==> src/sv/uoq_pkg.sv <==
package uoq_pkg;

  localparam int DistW   = 16;
  localparam int GroupW  = 2;
  localparam int TimeW   = 32;
  localparam int RespW   = 2;
  localparam int CfgW    = 16;
  localparam int CfgIdxW = 3;
  localparam int RunW    = 2;

  localparam logic [RunW-1:0] RunDetect = RunW'(2);

  // Register reset values.
  localparam logic [CfgW-1:0] FrontLowRst   = CfgW'(100);
  localparam logic [CfgW-1:0] FrontHighRst  = CfgW'(1500);
  localparam logic [CfgW-1:0] UpperLowRst   = CfgW'(10);
  localparam logic [CfgW-1:0] UpperHighRst  = CfgW'(1000);
  localparam logic [CfgW-1:0] NoiseLowRst   = CfgW'(10);
  localparam logic [CfgW-1:0] NoiseHighRst  = CfgW'(1500);
  localparam logic [CfgW-1:0] ProtectionRst = CfgW'(3000);
  localparam logic [CfgW-1:0] StopHoldRst   = CfgW'(1000);

  typedef enum logic [CfgIdxW-1:0] {
    CFG_FRONT_LOW  = 3'd0,
    CFG_FRONT_HIGH = 3'd1,
    CFG_UPPER_LOW  = 3'd2,
    CFG_UPPER_HIGH = 3'd3,
    CFG_NOISE_LOW  = 3'd4,
    CFG_NOISE_HIGH = 3'd5,
    CFG_PROTECTION = 3'd6,
    CFG_STOP_HOLD  = 3'd7
  } cfg_idx_e;

  typedef enum logic [GroupW-1:0] {
    GRP_FRONT = 2'd0,
    GRP_UPPER = 2'd1,
    GRP_NOISE = 2'd2,
    GRP_NONE  = 2'd3
  } group_e;

  typedef enum logic [RespW-1:0] {
    RESP_NONE    = 2'd0,
    RESP_HIT     = 2'd1,
    RESP_HITTING = 2'd2,
    RESP_ESTOP   = 2'd3
  } resp_e;

  typedef struct packed {
    logic [CfgW-1:0] front_low;
    logic [CfgW-1:0] front_high;
    logic [CfgW-1:0] upper_low;
    logic [CfgW-1:0] upper_high;
    logic [CfgW-1:0] noise_low;
    logic [CfgW-1:0] noise_high;
    logic [CfgW-1:0] protection_ms;
    logic [CfgW-1:0] stop_hold_ms;
  } cfg_t;

  typedef struct packed {
    logic [DistW-1:0]  distance;
    logic [GroupW-1:0] group;
    logic              scan_end;
    logic [TimeW-1:0]  now_ms;
  } item_t;

endpackage

==> src/sv/uoq_cfg_regs.sv <==
module uoq_cfg_regs import uoq_pkg::*; (
  input  logic               clk_i,
  input  logic               rst_ni,
  input  logic               cfg_we_i,
  input  logic [CfgIdxW-1:0] cfg_idx_i,
  input  logic [CfgW-1:0]    cfg_wdata_i,
  output cfg_t               cfg_o
);

  cfg_t cfg_q;

  always_ff @(posedge clk_i or negedge rst_ni) begin
    if (!rst_ni) begin
      cfg_q.front_low     <= FrontLowRst;
      cfg_q.front_high    <= FrontHighRst;
      cfg_q.upper_low     <= UpperLowRst;
      cfg_q.upper_high    <= UpperHighRst;
      cfg_q.noise_low     <= NoiseLowRst;
      cfg_q.noise_high    <= NoiseHighRst;
      cfg_q.protection_ms <= ProtectionRst;
      cfg_q.stop_hold_ms  <= StopHoldRst;
    end else if (cfg_we_i) begin
      case (cfg_idx_e'(cfg_idx_i))
        CFG_FRONT_LOW:  cfg_q.front_low     <= cfg_wdata_i;
        CFG_FRONT_HIGH: cfg_q.front_high    <= cfg_wdata_i;
        CFG_UPPER_LOW:  cfg_q.upper_low     <= cfg_wdata_i;
        CFG_UPPER_HIGH: cfg_q.upper_high    <= cfg_wdata_i;
        CFG_NOISE_LOW:  cfg_q.noise_low     <= cfg_wdata_i;
        CFG_NOISE_HIGH: cfg_q.noise_high    <= cfg_wdata_i;
        CFG_PROTECTION: cfg_q.protection_ms <= cfg_wdata_i;
        CFG_STOP_HOLD:  cfg_q.stop_hold_ms  <= cfg_wdata_i;
        default: ;
      endcase
    end
  end

  assign cfg_o = cfg_q;

endmodule

==> src/sv/uoq_core.sv <==
module uoq_core import uoq_pkg::*; (
  input  logic  clk_i,
  input  logic  rst_ni,
  input  logic  step_i,
  input  item_t item_i,
  input  cfg_t  cfg_i,
  output resp_e resp_o
);

  logic [RunW-1:0]  front_run_q, front_run_d;
  logic             seen_obs_q, seen_obs_d;
  logic             seen_noise_q, seen_noise_d;
  logic [TimeW-1:0] first_hit_q, first_hit_d;
  logic             hit_valid_q, hit_valid_d;
  logic [TimeW-1:0] stop_time_q, stop_time_d;
  resp_e            last_resp_q, last_resp_d;

  logic             front_in, upper_in, noise_in, detect;
  logic [TimeW-1:0] freeze_at, hold_until;
  resp_e            resp;

  assign front_in = (item_i.distance >= cfg_i.front_low) &&
                    (item_i.distance <= cfg_i.front_high);
  assign upper_in = (item_i.distance >= cfg_i.upper_low) &&
                    (item_i.distance <= cfg_i.upper_high);
  assign noise_in = (item_i.distance >= cfg_i.noise_low) &&
                    (item_i.distance <= cfg_i.noise_high);

  always_comb begin
    front_run_d  = front_run_q;
    seen_obs_d   = seen_obs_q;
    seen_noise_d = seen_noise_q;
    case (group_e'(item_i.group))
      GRP_FRONT: begin
        if (front_run_q < RunDetect) begin
          front_run_d = front_in ? front_run_q + RunW'(1) : '0;
        end
      end
      GRP_UPPER: seen_obs_d   = seen_obs_q | upper_in;
      GRP_NOISE: seen_noise_d = seen_noise_q | noise_in;
      default: ;
    endcase

    detect      = (front_run_d >= RunDetect) || seen_obs_d || seen_noise_d;
    freeze_at   = first_hit_q + TimeW'(cfg_i.protection_ms);
    first_hit_d = first_hit_q;
    hit_valid_d = hit_valid_q;
    stop_time_d = stop_time_q;
    resp        = last_resp_q;
    if (detect) begin
      if (seen_noise_d) begin
        resp        = RESP_ESTOP;
        stop_time_d = item_i.now_ms;
      end else if (hit_valid_q && (freeze_at <= item_i.now_ms)) begin
        resp = last_resp_q;
      end else if (!hit_valid_q) begin
        resp        = RESP_HIT;
        first_hit_d = item_i.now_ms;
        hit_valid_d = 1'b1;
      end else begin
        resp = RESP_HITTING;
      end
    end else begin
      resp        = RESP_NONE;
      hit_valid_d = 1'b0;
    end

    hold_until = stop_time_d + TimeW'(cfg_i.stop_hold_ms);
    if (hold_until > item_i.now_ms) begin
      resp = RESP_ESTOP;
    end
    last_resp_d = resp;
  end

  assign resp_o = resp;

  always_ff @(posedge clk_i or negedge rst_ni) begin
    if (!rst_ni) begin
      front_run_q  <= '0;
      seen_obs_q   <= 1'b0;
      seen_noise_q <= 1'b0;
      first_hit_q  <= '0;
      hit_valid_q  <= 1'b0;
      stop_time_q  <= '0;
      last_resp_q  <= RESP_NONE;
    end else if (step_i) begin
      if (item_i.scan_end) begin
        front_run_q  <= '0;
        seen_obs_q   <= 1'b0;
        seen_noise_q <= 1'b0;
        first_hit_q  <= first_hit_d;
        hit_valid_q  <= hit_valid_d;
        stop_time_q  <= stop_time_d;
        last_resp_q  <= last_resp_d;
      end else begin
        front_run_q  <= front_run_d;
        seen_obs_q   <= seen_obs_d;
        seen_noise_q <= seen_noise_d;
      end
    end
  end

endmodule

==> src/sv/ultrasonic_obstacle_qualifier.sv <==
// Ultrasonic obstacle qualifier. Readings of one scan arrive one per transfer on the
// slave stream, tagged in tuser with their sensor group and with tlast on the last
// reading of the scan. Each scan yields exactly one response transfer on the master
// stream (none, hit, hitting or emergency stop); readings without tlast yield none.
// The block takes one reading per clock cycle unless stalled: a reading waits in the input
// register while the combinational qualifier logic updates the scan state, and for a
// tlast reading the response is captured into the output register when the reading
// leaves the input register. Only the output register can stall the flow, and only for
// readings that carry tlast. Write configuration registers through the cfg port only
// while no transfer is in flight.
module ultrasonic_obstacle_qualifier import uoq_pkg::*; (
  input  logic               clk_i,
  input  logic               rst_ni,
  input  logic               cfg_we_i,
  input  logic [CfgIdxW-1:0] cfg_idx_i,
  input  logic [CfgW-1:0]    cfg_wdata_i,
  input  logic               s_axis_tvalid,
  output logic               s_axis_tready,
  input  logic [47:0]        s_axis_tdata,  // distance [15:0], now_ms [47:16]
  input  logic [1:0]         s_axis_tuser,  // group [1:0]
  input  logic               s_axis_tlast,
  output logic               m_axis_tvalid,
  input  logic               m_axis_tready,
  output logic [7:0]         m_axis_tdata   // response [1:0], zero fill [7:2]
);

  cfg_t  cfg;
  item_t item_q;
  logic  in_valid_q;
  logic  out_valid_q;
  resp_e out_resp_q;
  resp_e resp;
  logic  advance;

  uoq_cfg_regs u_cfg (
    .clk_i       (clk_i),
    .rst_ni      (rst_ni),
    .cfg_we_i    (cfg_we_i),
    .cfg_idx_i   (cfg_idx_i),
    .cfg_wdata_i (cfg_wdata_i),
    .cfg_o       (cfg)
  );

  // A reading leaves the input register unless it ends a scan and the
  // output register still holds a response that has not been taken.
  assign advance       = in_valid_q && (!item_q.scan_end || !out_valid_q || m_axis_tready);
  assign s_axis_tready = !in_valid_q || advance;

  always_ff @(posedge clk_i or negedge rst_ni) begin
    if (!rst_ni) begin
      in_valid_q <= 1'b0;
    end else if (s_axis_tready) begin
      in_valid_q <= s_axis_tvalid;
    end
  end

  always_ff @(posedge clk_i) begin
    if (s_axis_tready && s_axis_tvalid) begin
      item_q.distance <= s_axis_tdata[DistW-1:0];
      item_q.now_ms   <= s_axis_tdata[DistW +: TimeW];
      item_q.group    <= s_axis_tuser;
      item_q.scan_end <= s_axis_tlast;
    end
  end

  uoq_core u_core (
    .clk_i  (clk_i),
    .rst_ni (rst_ni),
    .step_i (advance),
    .item_i (item_q),
    .cfg_i  (cfg),
    .resp_o (resp)
  );

  always_ff @(posedge clk_i or negedge rst_ni) begin
    if (!rst_ni) begin
      out_valid_q <= 1'b0;
    end else if (advance && item_q.scan_end) begin
      out_valid_q <= 1'b1;
    end else if (m_axis_tready) begin
      out_valid_q <= 1'b0;
    end
  end

  always_ff @(posedge clk_i) begin
    if (advance && item_q.scan_end) begin
      out_resp_q <= resp;
    end
  end

  assign m_axis_tvalid = out_valid_q;
  assign m_axis_tdata  = {6'b0, out_resp_q};

endmodule

==> config.mk <==
export PLATFORM = sky130hd
export DESIGN_NAME = ultrasonic_obstacle_qualifier
export DESIGN_NICKNAME = d
export VERILOG_FILES = /design/src/sv/uoq_pkg.sv /design/src/sv/uoq_cfg_regs.sv /design/src/sv/uoq_core.sv /design/src/sv/ultrasonic_obstacle_qualifier.sv
export SDC_FILE = /design/constraint.sdc
export NUM_CORES = 1
export LEC_CHECK = 0
export ABC_AREA = 0
export BUFFER_PORTS_ARGS = -buffer_cell sky130_fd_sc_hd__buf_2
export CORE_UTILIZATION = 40
export CTS_CLUSTER_DIAMETER = 120
export DETAILED_ROUTE_END_ITERATION = 7
export GPL_ROUTABILITY_DRIVEN = 0
export PLACE_DENSITY_LB_ADDON = 0.08
export SKIP_CTS_REPAIR_TIMING = 1
export SLEW_MARGIN = 20
export SYNTH_ARGS = -nofsm -noshare
export SYNTH_HDL_FRONTEND = slang
export SYNTH_HIERARCHICAL = 1
export SYNTH_SLANG_ARGS = --single-unit
==> constraint.sdc <==
create_clock -name clk_i -period 9.6 [get_ports clk_i]
set_input_delay 0 -clock clk_i [delete_from_list [all_inputs] [get_ports clk_i]]
set_output_delay 0 -clock clk_i [all_outputs]
set_load 0.02 [all_outputs]
Yosys cells after proc, flatten, opt, wreduce, memory -nomap -nowiden --
Index checks and enable logic that the tools add are counted.
Cells by class: bitwise logic cells 5, eq/ne operators 11, shift-type cells 0, div/mod/pow operators 0, magnitude comparators 10, reduce and logical (&&, ||, !) cells 29, multiplexer cells 20, add/subtract/negate cells 3, $mul 0
Operators with widths (count):
- $add A32 B16 Y32 | 2
- $mux W32 | 2
- $ge A16 B16 Y1 | 3
- $le A16 B16 Y1 | 3
- $gt A32 B32 Y1 | 1
- $le A32 B32 Y1 | 1
- $mux W2 | 9
- $reduce_and A2 Y1 | 9
- $eq A3 B3 Y1 const B | 4
- $mux W1 | 9
- $logic_and A1 B1 Y1 | 7
- $eq A3 B2 Y1 const B | 2
- $reduce_and A6 Y1 | 1
- $logic_or A1 B1 Y1 | 5
- $ne A2 B2 Y1 const B | 2
- $reduce_and A4 Y1 | 1
- $eq A3 B1 Y1 const B | 1
- $logic_not A1 Y1 | 3
- $logic_not A3 Y1 | 1
- $not A1 Y1 | 3
- $add A2 B1 Y2 const B | 1
- $eq A2 B1 Y1 const B | 1
- $eq A2 B2 Y1 const B | 1
- $ge A2 B2 Y1 const B | 1
- other kinds (4) | 5
Word-level totals: word-level logic and storage cells 100, flip-flop bits (word level) 254, RAM bits 0, output and inout port bits 10, ROM bits 0, memories 0, input bits 75, latch bits 0

Logic depth before layout (Yosys ltp) --
Gate-level depths: netlist of the first run.
depth after elaboration 12, mapped depth 32

Modules after synthesis --
Netlist of the first run, hierarchy kept.
By module, submodules not included:
- uoq_core | instances 1, cells each 1100, seq. area each 1776.7 sq um, area an instance 9152.5 sq um
- uoq_cfg_regs | instances 1, cells each 279, seq. area each 3253.1 sq um, area an instance 4964.8 sq um
- ultrasonic_obstacle_qualifier | instances 1, cells each 70, seq. area each 1641.6 sq um, area an instance 1746.7 sq um

Worst setup path before layout of the first run --
OpenSTA, ideal clock, no wires.
path kind flip-flop to flip-flop, start register u_cfg.cfg_q, in the netlist u_cfg/cfg_o[39], end register out_resp_q[1], data pin, required time 9340 ps, buffers on the path 2, arrival 6464 ps, path slack 2876 ps, stages on the path, launching flop included 32, setup time 260 ps, cell sequence dfstp_2 -> inv_1 -> ha_1 -> a21oi_1 -> o21ai_0 -> a221o_1 -> o31a_1 -> a211oi_2 -> buf_2 -> mux2_2 -> ha_1 -> inv_1 -> fa_1 -> nor2b_1 -> o21ai_1 -> a21boi_1 -> o311ai_1 -> nand3_1 -> a221oi_1 -> clkbuf_1 -> nor3_1 -> xnor2_1 -> mux2i_1 -> ha_1 -> nand4_1 -> nor4_1 -> nand3_1 -> inv_1 -> or3_1 -> o22ai_1 -> a311o_1 -> nand2b_1
On the way: cells in the longest elaborated chain, start to end 9, elaborated cells on any way between the ends 12
Ends and longest elaborated chain:
- start: declaration | RTL line uoq_cfg_regs.sv:10 | cfg_t cfg_q;
- $le A16 B16 Y1 * | RTL line uoq_core.sv:27 | (item_i.distance <= cfg_i.noise_high);
- $logic_and A1 B1 Y1 * | RTL line uoq_core.sv:26 | assign noise_in = (item_i.distance >= cfg_i.noise_low) &&
- $or A1 B1 Y1 * | RTL line uoq_core.sv:40 | GRP_NOISE: seen_noise_d = seen_noise_q | noise_in;
- $mux W1 * | RTL line uoq_core.sv:33 | case (group_e'(item_i.group))
- $mux W32 or $logic_or A1 B1 Y1 (tied branches) | RTL line uoq_core.sv:51, uoq_core.sv:44
- $mux W32 * | RTL line uoq_core.sv:50 | if (detect) begin
- named net u_core.stop_time_d[0] | RTL line uoq_core.sv:15 | logic [TimeW-1:0] stop_time_q, stop_time_d;
- $add A32 B16 Y32 * | RTL line uoq_core.sv:68 | hold_until = stop_time_d + TimeW'(cfg_i.stop_hold_ms);
- $gt A32 B32 Y1 * | RTL line uoq_core.sv:69 | if (hold_until > item_i.now_ms) begin
- $mux W2 * | RTL line uoq_core.sv:69
- named net resp[1] | RTL line ultrasonic_obstacle_qualifier.sv:32 | resp_e resp;
- end signal: assignment | RTL line ultrasonic_obstacle_qualifier.sv:87 | out_resp_q <= resp;
- end: declaration | RTL line ultrasonic_obstacle_qualifier.sv:31 | resp_e out_resp_q;
The timed path passes the listed nets; every way through them passes the cells marked *. A chain may end at the register's enable or synchronous reset.

Worst setup path after layout of the first run --
start register item_q[38] (netlist name), end register out_resp_q[1], data pin
On the way: cells in the longest elaborated chain, start to end 12, elaborated cells on any way between the ends 26
Ends and longest elaborated chain:
- start: declaration | RTL line ultrasonic_obstacle_qualifier.sv:28 | item_t item_q;
- $ge A16 B16 Y1 or $le A16 B16 Y1 (tied branches) | RTL line uoq_core.sv:22, uoq_core.sv:23
- $logic_and A1 B1 Y1 | RTL line uoq_core.sv:22 | assign front_in = (item_i.distance >= cfg_i.front_low) &&
- $mux W2 | RTL line uoq_core.sv:36 | front_run_d = front_in ? front_run_q + RunW'(1) : '0;
- $mux W2 | RTL line uoq_core.sv:35 | if (front_run_q < RunDetect) begin
- $mux W2 | RTL line uoq_core.sv:33
- $ge A2 B2 Y1 | RTL line uoq_core.sv:44 | detect = (front_run_d >= RunDetect) || seen_obs_d || seen_noise_d;
- $logic_or A1 B1 Y1 (2 in a row) | RTL line uoq_core.sv:44
- $mux W32 * | RTL line uoq_core.sv:50
- named net u_core.stop_time_d[9] | RTL line uoq_core.sv:15
- $add A32 B16 Y32 * | RTL line uoq_core.sv:68
- $gt A32 B32 Y1 * | RTL line uoq_core.sv:69
- $mux W2 * | RTL line uoq_core.sv:69
- named net resp[1] | RTL line ultrasonic_obstacle_qualifier.sv:32
Marked as above.

==> flow_summary.json, run 1 <==
{
  "detail-route-antenna-nets": 0,
  "leakage_nw": 8.924,
  "worst_slew_pin_slew_ps": 986.0,
  "crit_required_ps": 9940,
  "synth.most_common_cell": "ha_1",
  "crit_fanout": 20,
  "hold_class": "primary input to asynchronous set/reset pin",
  "io_pins": 85,
  "yosys.area_share.simple": 0.1033,
  "netlist_instances": 1449,
  "peakVddDrop_mv": 0.1500,
  "antenna_found_initial": 1,
  "grt_pass1_wl_um": 64520,
  "synthFlopType": "dfrtp_1",
  "synth-edff-count": 53,
  "crit_path_max_incr_delay_ps": 620,
  "final_util": 0.4824,
  "synthTopCellsByArea": "dfrtp_1 (25%), ha_1 (15%), mux2_2 (11%)",
  "crit_type": "flip-flop to flip-flop",
  "routed-via-count": 11185,
  "dieArea_um2": 40460,
  "clock_latency_ps": 600,
  "yosys_warnings": 6,
  "htreeDepth": 1,
  "cts_buffers": 31,
  "viasPerCell": 5.185,
  "num-fill-cells": 3649,
  "synth_mux_area_frac": 0.1396,
  "grtUsageTotal": 0.2045,
  "drc": 0,
  "synth.top_cell.area_share": 0.2540,
  "nNetsFinal": 1884,
  "wl_um": 41020,
  "outcome": "completed",
  "reg2reg_depth": 26,
  "netlist_top_cells_count": "ha_1 (193), dfrtp_1 (161), mux2_2 (154)",
  "overflow": 0,
  "pwr_density_cell_nw_per_um2": 257.0,
  "die_w_um": 201.1,
  "period_needed_ps": 7594,
  "critPathSlowestCell": "a2111oi_0",
  "syn_to_final_growth_pct": 18.33,
  "multiInputGateArea_um2": 8503,
  "antennaDiodeCount": 0,
  "clock_path_buffers": 3,
  "cts_root_buf": "clkbuf_16",
  "async_reset_ff_frac": 0.7913,
  "worstSetupStartpointType": "flip-flop",
  "synth_top_family_by_area": "adder cells",
  "hold_viol_final": 0,
  "tritoncts": "yes",
  "grt_max_degree": 73,
  "syn_avg_cell_area_um2": 10.95,
  "start_util": 0.4076,
  "core_um2": 38920,
  "r2r_slack_ps": 2010,
  "final_cell_area_um2": 18770,
  "placed_area_um2": 16860,
  "synth_top_area_cell": "dfrtp_1",
  "path_buf_inv": 3,
  "yosysSeqAreaShare": 0.4205,
  "post-route-period-util": 0.7911,
  "fin_tns_setup_ps": 0,
  "arrival_ps": 7930,
  "std_cell_rows": 72,
  "worst_setup_path_end_kind": "flip-flop",
  "rsz0062_at_grt": "false",
  "regArea_um2": 6671,
  "synth-xor-area-share": 0.03644,
  "r2r-end": "out_resp_q[1]",
  "cpMostUsedCell": "ha_1",
  "max_cap_violations": 0,
  "wl_per_cell_um": 19.01,
  "grt_pass1_vias": 11336,
  "port-buffer-count": 78,
  "yosys.area_share.adder": 0.1547,
  "dr.pass1.iters": 5,
  "cp_top_family": "compound AO/OA/AOI/OAI gates",
  "fmax_ghz": 0.1317,
  "drv_slew": 0,
  "yosys_register_bits": 254,
  "setup_violations": 0,
  "slew_headroom": 0.3257,
  "reg2reg_from": "item_q[38]",
  "yosys.cell_types.count": 68,
  "synth_compound_area_frac": 0.09599,
  "place_hpwl_um": 29880,
  "cts_sinks": 254,
  "syn_area_um2": 15860,
  "die_h_um": 201.1,
  "drive_gt1_frac": 0.2251,
  "clk_pin_slew_ps": 60,
  "finClkSkew_ps": 14.92,
  "drt-initial-drc-count": 415
}
## layout make-up
| type | count | share of cell area |
|---|---|---|
| Sequential cell | 254 | 0.3554 |
| Timing Repair Buffer | 164 | 0.06512 |
| Clock inverter | 16 | 0.01560 |
| Inverter | 143 | 0.02859 |
| Clock buffer | 42 | 0.04779 |
| Tap cell | 518 | 0.03453 |
| Multi-Input combinational cell | 1020 | 0.4530 |
## cell usage in the layout (no fill, tap or decap), types with 6 or more instances in the layout
master	netlist	layout
a2111oi_0	7	7
a21o_1	48	48
a21oi_1	63	63
a31oi_1	8	8
and3_1	14	14
buf_2	14	77
buf_4	8	15
bufinv_16	0	8
clkbuf_16	0	31
clkbuf_8	0	9
conb_1	1	6
dfrtp_1	161	161
dfstp_2	40	40
dlygate4sd3_1	0	71
edfxtp_1	53	53
ha_1	193	193
inv_1	143	143
mux2_1	12	12
mux2_2	154	154
mux2_4	11	11
mux2i_1	18	18
nand2_1	108	108
nand2b_1	17	17
nand3_1	22	22
nand4_1	30	30
nor2_1	59	59
nor2b_1	17	17
nor3_1	18	18
nor3b_1	7	7
nor4_1	8	8
o21a_1	9	9
o21ai_0	56	56
xnor2_1	40	40
xor2_1	26	26
## layer usage
layer  share of wire  GRT usage  up-vias
met4           0.028    0.05889        0
li1                -          -     5501
met2            0.49     0.3544      162
met1            0.45     0.2643     5457
met3           0.030    0.02883       65
met5               0          0        -
## kinds of logic (layout without fill, tap and decap cells)
logic type | count (synthesis) | after routing
AOI/OAI and AO/OA | 236 | 236
xor gates and xnor gates | 66 | 66
adders and majority gates | 195 | 195
buffers and inverters | 180 | 365
DFF | 254 | 254
muxes | 195 | 195
other | 1 | 6
and+or+nand+nor | 322 | 322
## through the flow
step                power [mW]  hold slack, ps  setup slack [ps]  std cells
floorplan                2.955          -295.6              2876       1454
global placement         3.436           82.10              1995       2027
detailed placement       3.461           86.69              1775       2027
CTS                      4.850          -547.0              1749       2085
global route             5.200           58.03              1430       2157
finish                   4.824           6.321              2006       2157
## registers in the layout, indices dropped and copies added, names as in the netlist, 2 cells and up
register and cells:
u_core/last_resp_q 2, u_core/stop_time_q 32, u_core/front_run_q 2, out_resp_q 2, u_core/first_hit_q 32, u_cfg/cfg_o 128
item_q 51
## power by group
part | internal, mW | switching [mW]
registers | 1.40 | 0.195
clock network | 0.866 | 0.489
logic | 0.893 | 0.978
total | 3.16 | 1.66
## how the worst max path moves through the flow
stage | start | to | slack [ps] | depth (start not counted)
floorplan | u_cfg/cfg_o[39] | out_resp_q[1] | 2880 | 31
global placement | item_q[45] | out_resp_q[1] | 1990 | 25
detailed placement | item_q[45] | out_resp_q[0] | 1780 | 25
CTS | item_q[45] | out_resp_q[0] | 1750 | 25
global route | item_q[44] | out_resp_q[0] | 1430 | 25
finish | item_q[38] | out_resp_q[1] | 2010 | 26
No activity file was read; power rests on OpenSTA's default activity.
==> run 2: changes to the inputs <==
- clock period: 9.6 -> 7 ns (I/O delays scaled with it)
==> run 2 against run 1 <==
Against the previous run:
- clock-buffer cell count increased by 7
- combinational power increased by 41%
- non-clock buffer count increased by 22
- worst setup slack got worse by 1700 ps
- die area unchanged
- cell area increased by 1.3%
- clock power increased by 31%
- sequential share of layout area decreased by 0.47 points
- via count increased by 0.23%
==> flow_summary.json, run 2 (synthesis results as in run 1) <==
{
  "peakVddDrop_mv": 0.2592,
  "grt_pass1_vias": 11562,
  "place_hpwl_um": 29380,
  "largest_register_ffs": 128,
  "finClkSkew_ps": 19.82,
  "fmax_ghz": 0.1492,
  "dr.pass1.iters": 4,
  "die_w_um": 201.1,
  "grt_pass1_wl_um": 63710,
  "worstSetupStartpointType": "flip-flop",
  "detail-route-antenna-nets": 0,
  "worst_slew_pin_slew_ps": 996.0,
  "slew_headroom": 0.3344,
  "post-route-period-util": 0.9573,
  "cts_root_buf": "clkbuf_16",
  "internal_power_mw": 4.304,
  "crit_type": "flip-flop to flip-flop",
  "crit_required_ps": 7280,
  "overflow": 0,
  "hold_viol_final": 0,
  "setup_violations": 0,
  "wl_per_cell_um": 18.53,
  "p_clk_frac": 0.270,
  "sw_frac_of_total": 0.3476,
  "reg2reg_from": "item_q[44]",
  "p_switching_mw": 2.293,
  "routed-via-count": 11211,
  "max_cap_violations": 0,
  "crit_fanout": 12,
  "r2r-end": "out_resp_q[1]",
  "wl_um": 40430,
  "core_um2": 38920,
  "dieArea_um2": 40460,
  "syn_to_final_growth_pct": 19.92,
  "io_pins": 85,
  "htreeDepth": 2,
  "r2r_slack_ps": 300,
  "antenna_found_initial": 0,
  "mostFrequentLayoutCells": "ha_1 (193), dfrtp_1 (161), mux2_2 (154)",
  "seq_power_share": 0.332,
  "port-buffer-count": 78,
  "drt-initial-drc-count": 425,
  "clock_latency_ps": 540,
  "fin_tns_setup_ps": 0,
  "holdWs_ps": 44.24,
  "multiInputGateArea_um2": 8581,
  "clock_path_buffers": 3,
  "pwr_density_cell_nw_per_um2": 346.8,
  "period_needed_ps": 6701,
  "cts_sinks": 254,
  "power.total_mw": 6.597,
  "drive_gt1_frac": 0.2428,
  "crit_cells": 28,
  "outcome": "completed",
  "die_h_um": 201.1,
  "std_cell_rows": 72,
  "comb_power_share": 0.398,
  "num-fill-cells": 3645,
  "reg2reg_depth": 28,
  "worst_setup_path_end_kind": "flip-flop",
  "cp_top_family": "compound AO/OA/AOI/OAI gates",
  "leakage_nw": 9.051,
  "cts_buffers": 34,
  "drc": 0,
  "arrival_ps": 6980,
  "path_buf_inv": 3,
  "regArea_um2": 6671,
  "layout_commonest_cell": "ha_1",
  "crit_path_max_incr_delay_ps": 430,
  "grtUsageTotal": 0.2029,
  "nNetsFinal": 1909,
  "hold_class": "primary input to asynchronous set/reset pin",
  "cpMostUsedCell": "ha_1",
  "antennaDiodeCount": 0,
  "start_util": 0.4076,
  "grt_max_degree": 74,
  "clk_pin_slew_ps": 50,
  "viasPerCell": 5.138,
  "drv_slew": 0,
  "critPathSlowestCell": "o311a_4",
  "tritoncts": "yes"
}
-- run 2: cell count changes in the layout (fill, tap and decap cells not counted), sizes merged --
cell	previous run	this run
bufinv	8	2
clkinv	7	6
inv	144	147
clkbuf	43	50
buf	92	114
-- run 2: layout make-up --
class / count / area share
multi-input combinational: 1020 / 0.4510
sequential: 254 / 0.3507
timing repair buffer: 186 / 0.07445
clock buffer: 49 / 0.05465
tap: 518 / 0.03407
inverter: 143 / 0.02821
clock inverter: 12 / 0.006906
-- run 2: power groups by stage --
stage | registers [mW] | logic, mW | clock network (mW)
after floorplan | 2.13 | 1.92 | 0
after global placement | 2.21 | 2.54 | 0
after detailed placement | 2.21 | 2.58 | 0
after CTS | 2.19 | 2.60 | 1.85
after global routing | 2.24 | 2.97 | 1.90
final | 2.19 | 2.63 | 1.78
-- run 2: layer usage --
layer / wire (um) / GRT usage / part of all wire / vias up
met5: 0 / 0 / 0 / -
met4: 916 / 0.06352 / 0.023 / 0
met3: 856 / 0.02527 / 0.021 / 54
met2: 21200 / 0.3758 / 0.52 / 120
met1: 17460 / 0.2421 / 0.43 / 5497
li1: - / - / - / 5540
-- run 2: worst max-delay path by stage --
stage | startpoint | endpoint | slack, ps
floorplan | u_cfg/cfg_o[39] | out_resp_q[1] | 280
global placement | item_q[37] | out_resp_q[1] | 200
detailed placement | item_q[44] | out_resp_q[1] | -5
CTS | item_q[44] | out_resp_q[1] | -30
global route | u_cfg/cfg_o[49] | out_resp_q[1] | -40
finish | item_q[44] | out_resp_q[1] | 300
-- run 2: per-stage QoR --
step                      instance area (um2)    util  setup WS [ps]  cells
after floorplan                         15880       -          276.3   1454
after CTS                               18200  0.4675         -30.24   2106
after detailed placement                17020  0.4374         -5.400   2045
after global routing                    19020  0.4888         -37.61   2182
final                                   19020  0.4888          299.1   2182
after global placement                  17020  0.4374          200.3   2045
==> run 3: changes to the inputs <==
- MAX_ROUTING_LAYER: unset -> met4
==> run 3 against run 2 <==
Against the previous run:
- via count up 0.13%
- critical path depth stayed put
- utilization unchanged
- clock-buffer cell count stayed put
- clock skew decreased by 0.70 ps
- combinational power hardly changed
- cell area unchanged
- register-to-register slack gained 20 ps
- first-iteration DRC count rose by 0.47%
- largest power group unchanged
==> flow_summary.json, run 3 (synthesis results as in run 1) <==
{
  "clock_path_buffers": 3,
  "tritoncts": "yes",
  "start_util": 0.4076,
  "largest_register_ffs": 128,
  "antenna_found_initial": 0,
  "dr.pass1.iters": 4,
  "overflow": 0,
  "viasPerCell": 5.145,
  "cts_buffers": 34,
  "grt_pass1_wl_um": 63690,
  "std_cell_rows": 72,
  "reg2reg_from": "item_q[44]",
  "leakage_nw": 9.051,
  "place_hpwl_um": 29380,
  "drc": 0,
  "peakVddDrop_mv": 0.2591,
  "crit_type": "flip-flop to flip-flop",
  "drv_slew": 0,
  "grt_pass1_vias": 11564,
  "wl_per_cell_um": 18.51,
  "slew_headroom": 0.3250,
  "clk_pin_slew_ps": 50,
  "crit_required_ps": 7280,
  "dieArea_um2": 40460,
  "clock_latency_ps": 540,
  "antennaDiodeCount": 0,
  "endpoint": "out_resp_q[1]",
  "fmax_ghz": 0.1496,
  "critPathSlowestCell": "o311a_4",
  "drt-initial-drc-count": 427,
  "hold_class": "primary input to asynchronous set/reset pin",
  "arrival_ps": 6960,
  "crit_path_max_incr_delay_ps": 430,
  "worstSetupStartpointType": "flip-flop",
  "worst_slew_pin_slew_ps": 1010,
  "core_um2": 38920,
  "r2r_slack_ps": 320,
  "wl_um": 40390,
  "nNetsFinal": 1909,
  "worstSetupStartpoint": "item_q[44]",
  "grt_max_degree": 74,
  "outcome": "completed",
  "r2r-end": "out_resp_q[1]",
  "finClkSkew_ps": 19.11,
  "cts_sinks": 254,
  "drive_gt1_frac": 0.2428,
  "reg2reg_depth": 28,
  "htreeDepth": 2,
  "post-route-period-util": 0.9548,
  "max_cap_violations": 0,
  "hold_viol_final": 0,
  "final_cells": 2182,
  "mostFrequentLayoutCells": "ha_1 (193), dfrtp_1 (161), mux2_2 (154)",
  "grtUsageTotal": 0.2089,
  "placed_area_um2": 17020,
  "final_cell_area_um2": 19020,
  "setup_violations": 0,
  "die_h_um": 201.1,
  "crit_fanout": 12,
  "placed_cells": 2045,
  "worst_setup_path_end_kind": "flip-flop",
  "die_w_um": 201.1,
  "io_pins": 85,
  "routed-via-count": 11226,
  "detail-route-antenna-nets": 0,
  "cts_root_buf": "clkbuf_16",
  "cpMostUsedCell": "ha_1",
  "pwr_density_cell_nw_per_um2": 347.0,
  "syn_to_final_growth_pct": 19.92,
  "port-buffer-count": 78,
  "period_needed_ps": 6684,
  "layout_commonest_cell": "ha_1"
}
==> run 3: cell counts in the layout (fill, tap and decap cells not counted) <==
Identical to the previous run, type by type.
==> run 3: routing by layer <==
layer / vias up / share of wire / global-route usage
met2: 116 / 0.53 / 0.3765
met3: 61 / 0.021 / 0.02527
met1: 5504 / 0.43 / 0.2411
met5: - / 0 / -
met4: 0 / 0.022 / 0.06352
li1: 5545 / - / -
==> run 3: worst max-delay path, delay by kind of cell (launching register included) <==
family / cells / cell delay [ps]
AOI/OAI and AO/OA: 13 / 2780
muxes: 2 / 450
adders and majority gates: 3 / 940
DFF: 1 / 410
and+or+nand+nor: 6 / 1120
buffers and inverters: 3 / 550
xor gates and xnor gates: 1 / 160
==> run 3: how the worst min path moves through the flow <==
| stage | from | to | slack, ps |
|---|---|---|---|
| finish | rst_ni | u_core/first_hit_q[25] | 50 |
| floorplan | rst_ni | in_valid_q | -300 |
| detailed placement | rst_ni | u_core/first_hit_q[25] | 60 |
| global placement | rst_ni | u_core/first_hit_q[26] | 60 |
| CTS | rst_ni | u_core/first_hit_q[4] | -510 |
| global route | rst_ni | u_core/first_hit_q[27] | 90 |
==> run 3: layout make-up <==
| class | instances | area [um2] |
|---|---|---|
| Sequential cell | 254 | 6671 |
| Clock inverter | 12 | 131.4 |
| Inverter | 143 | 536.8 |
| Fill cell | 3645 | 19890 |
| Timing Repair Buffer | 186 | 1416 |
| Clock buffer | 49 | 1040 |
| Tap cell | 518 | 648.1 |
| Multi-Input combinational cell | 1020 | 8581 |
==> run 3: where the power goes <==
part	internal [mW]	switching, mW	leakage, nW
registers	1.92	0.264	2.94
clock network	1.11	0.674	0.586
logic	1.27	1.36	5.53
total	4.30	2.30	9.05
==> run 3: through the flow <==
stage,power (mW),worst slack (ps),hold WS (ps),utilization,TNS (ps)
floorplan,4.052,276.3,-295.6,-,0
global placement,4.747,200.3,61.73,0.4374,0
detailed placement,4.790,-5.400,64.29,0.4374,-5.400
CTS,6.635,-30.24,-513.6,0.4675,-45.06
global route,7.114,-37.50,85.35,0.4888,-59.34
finish,6.601,316.2,46.14,0.4888,0
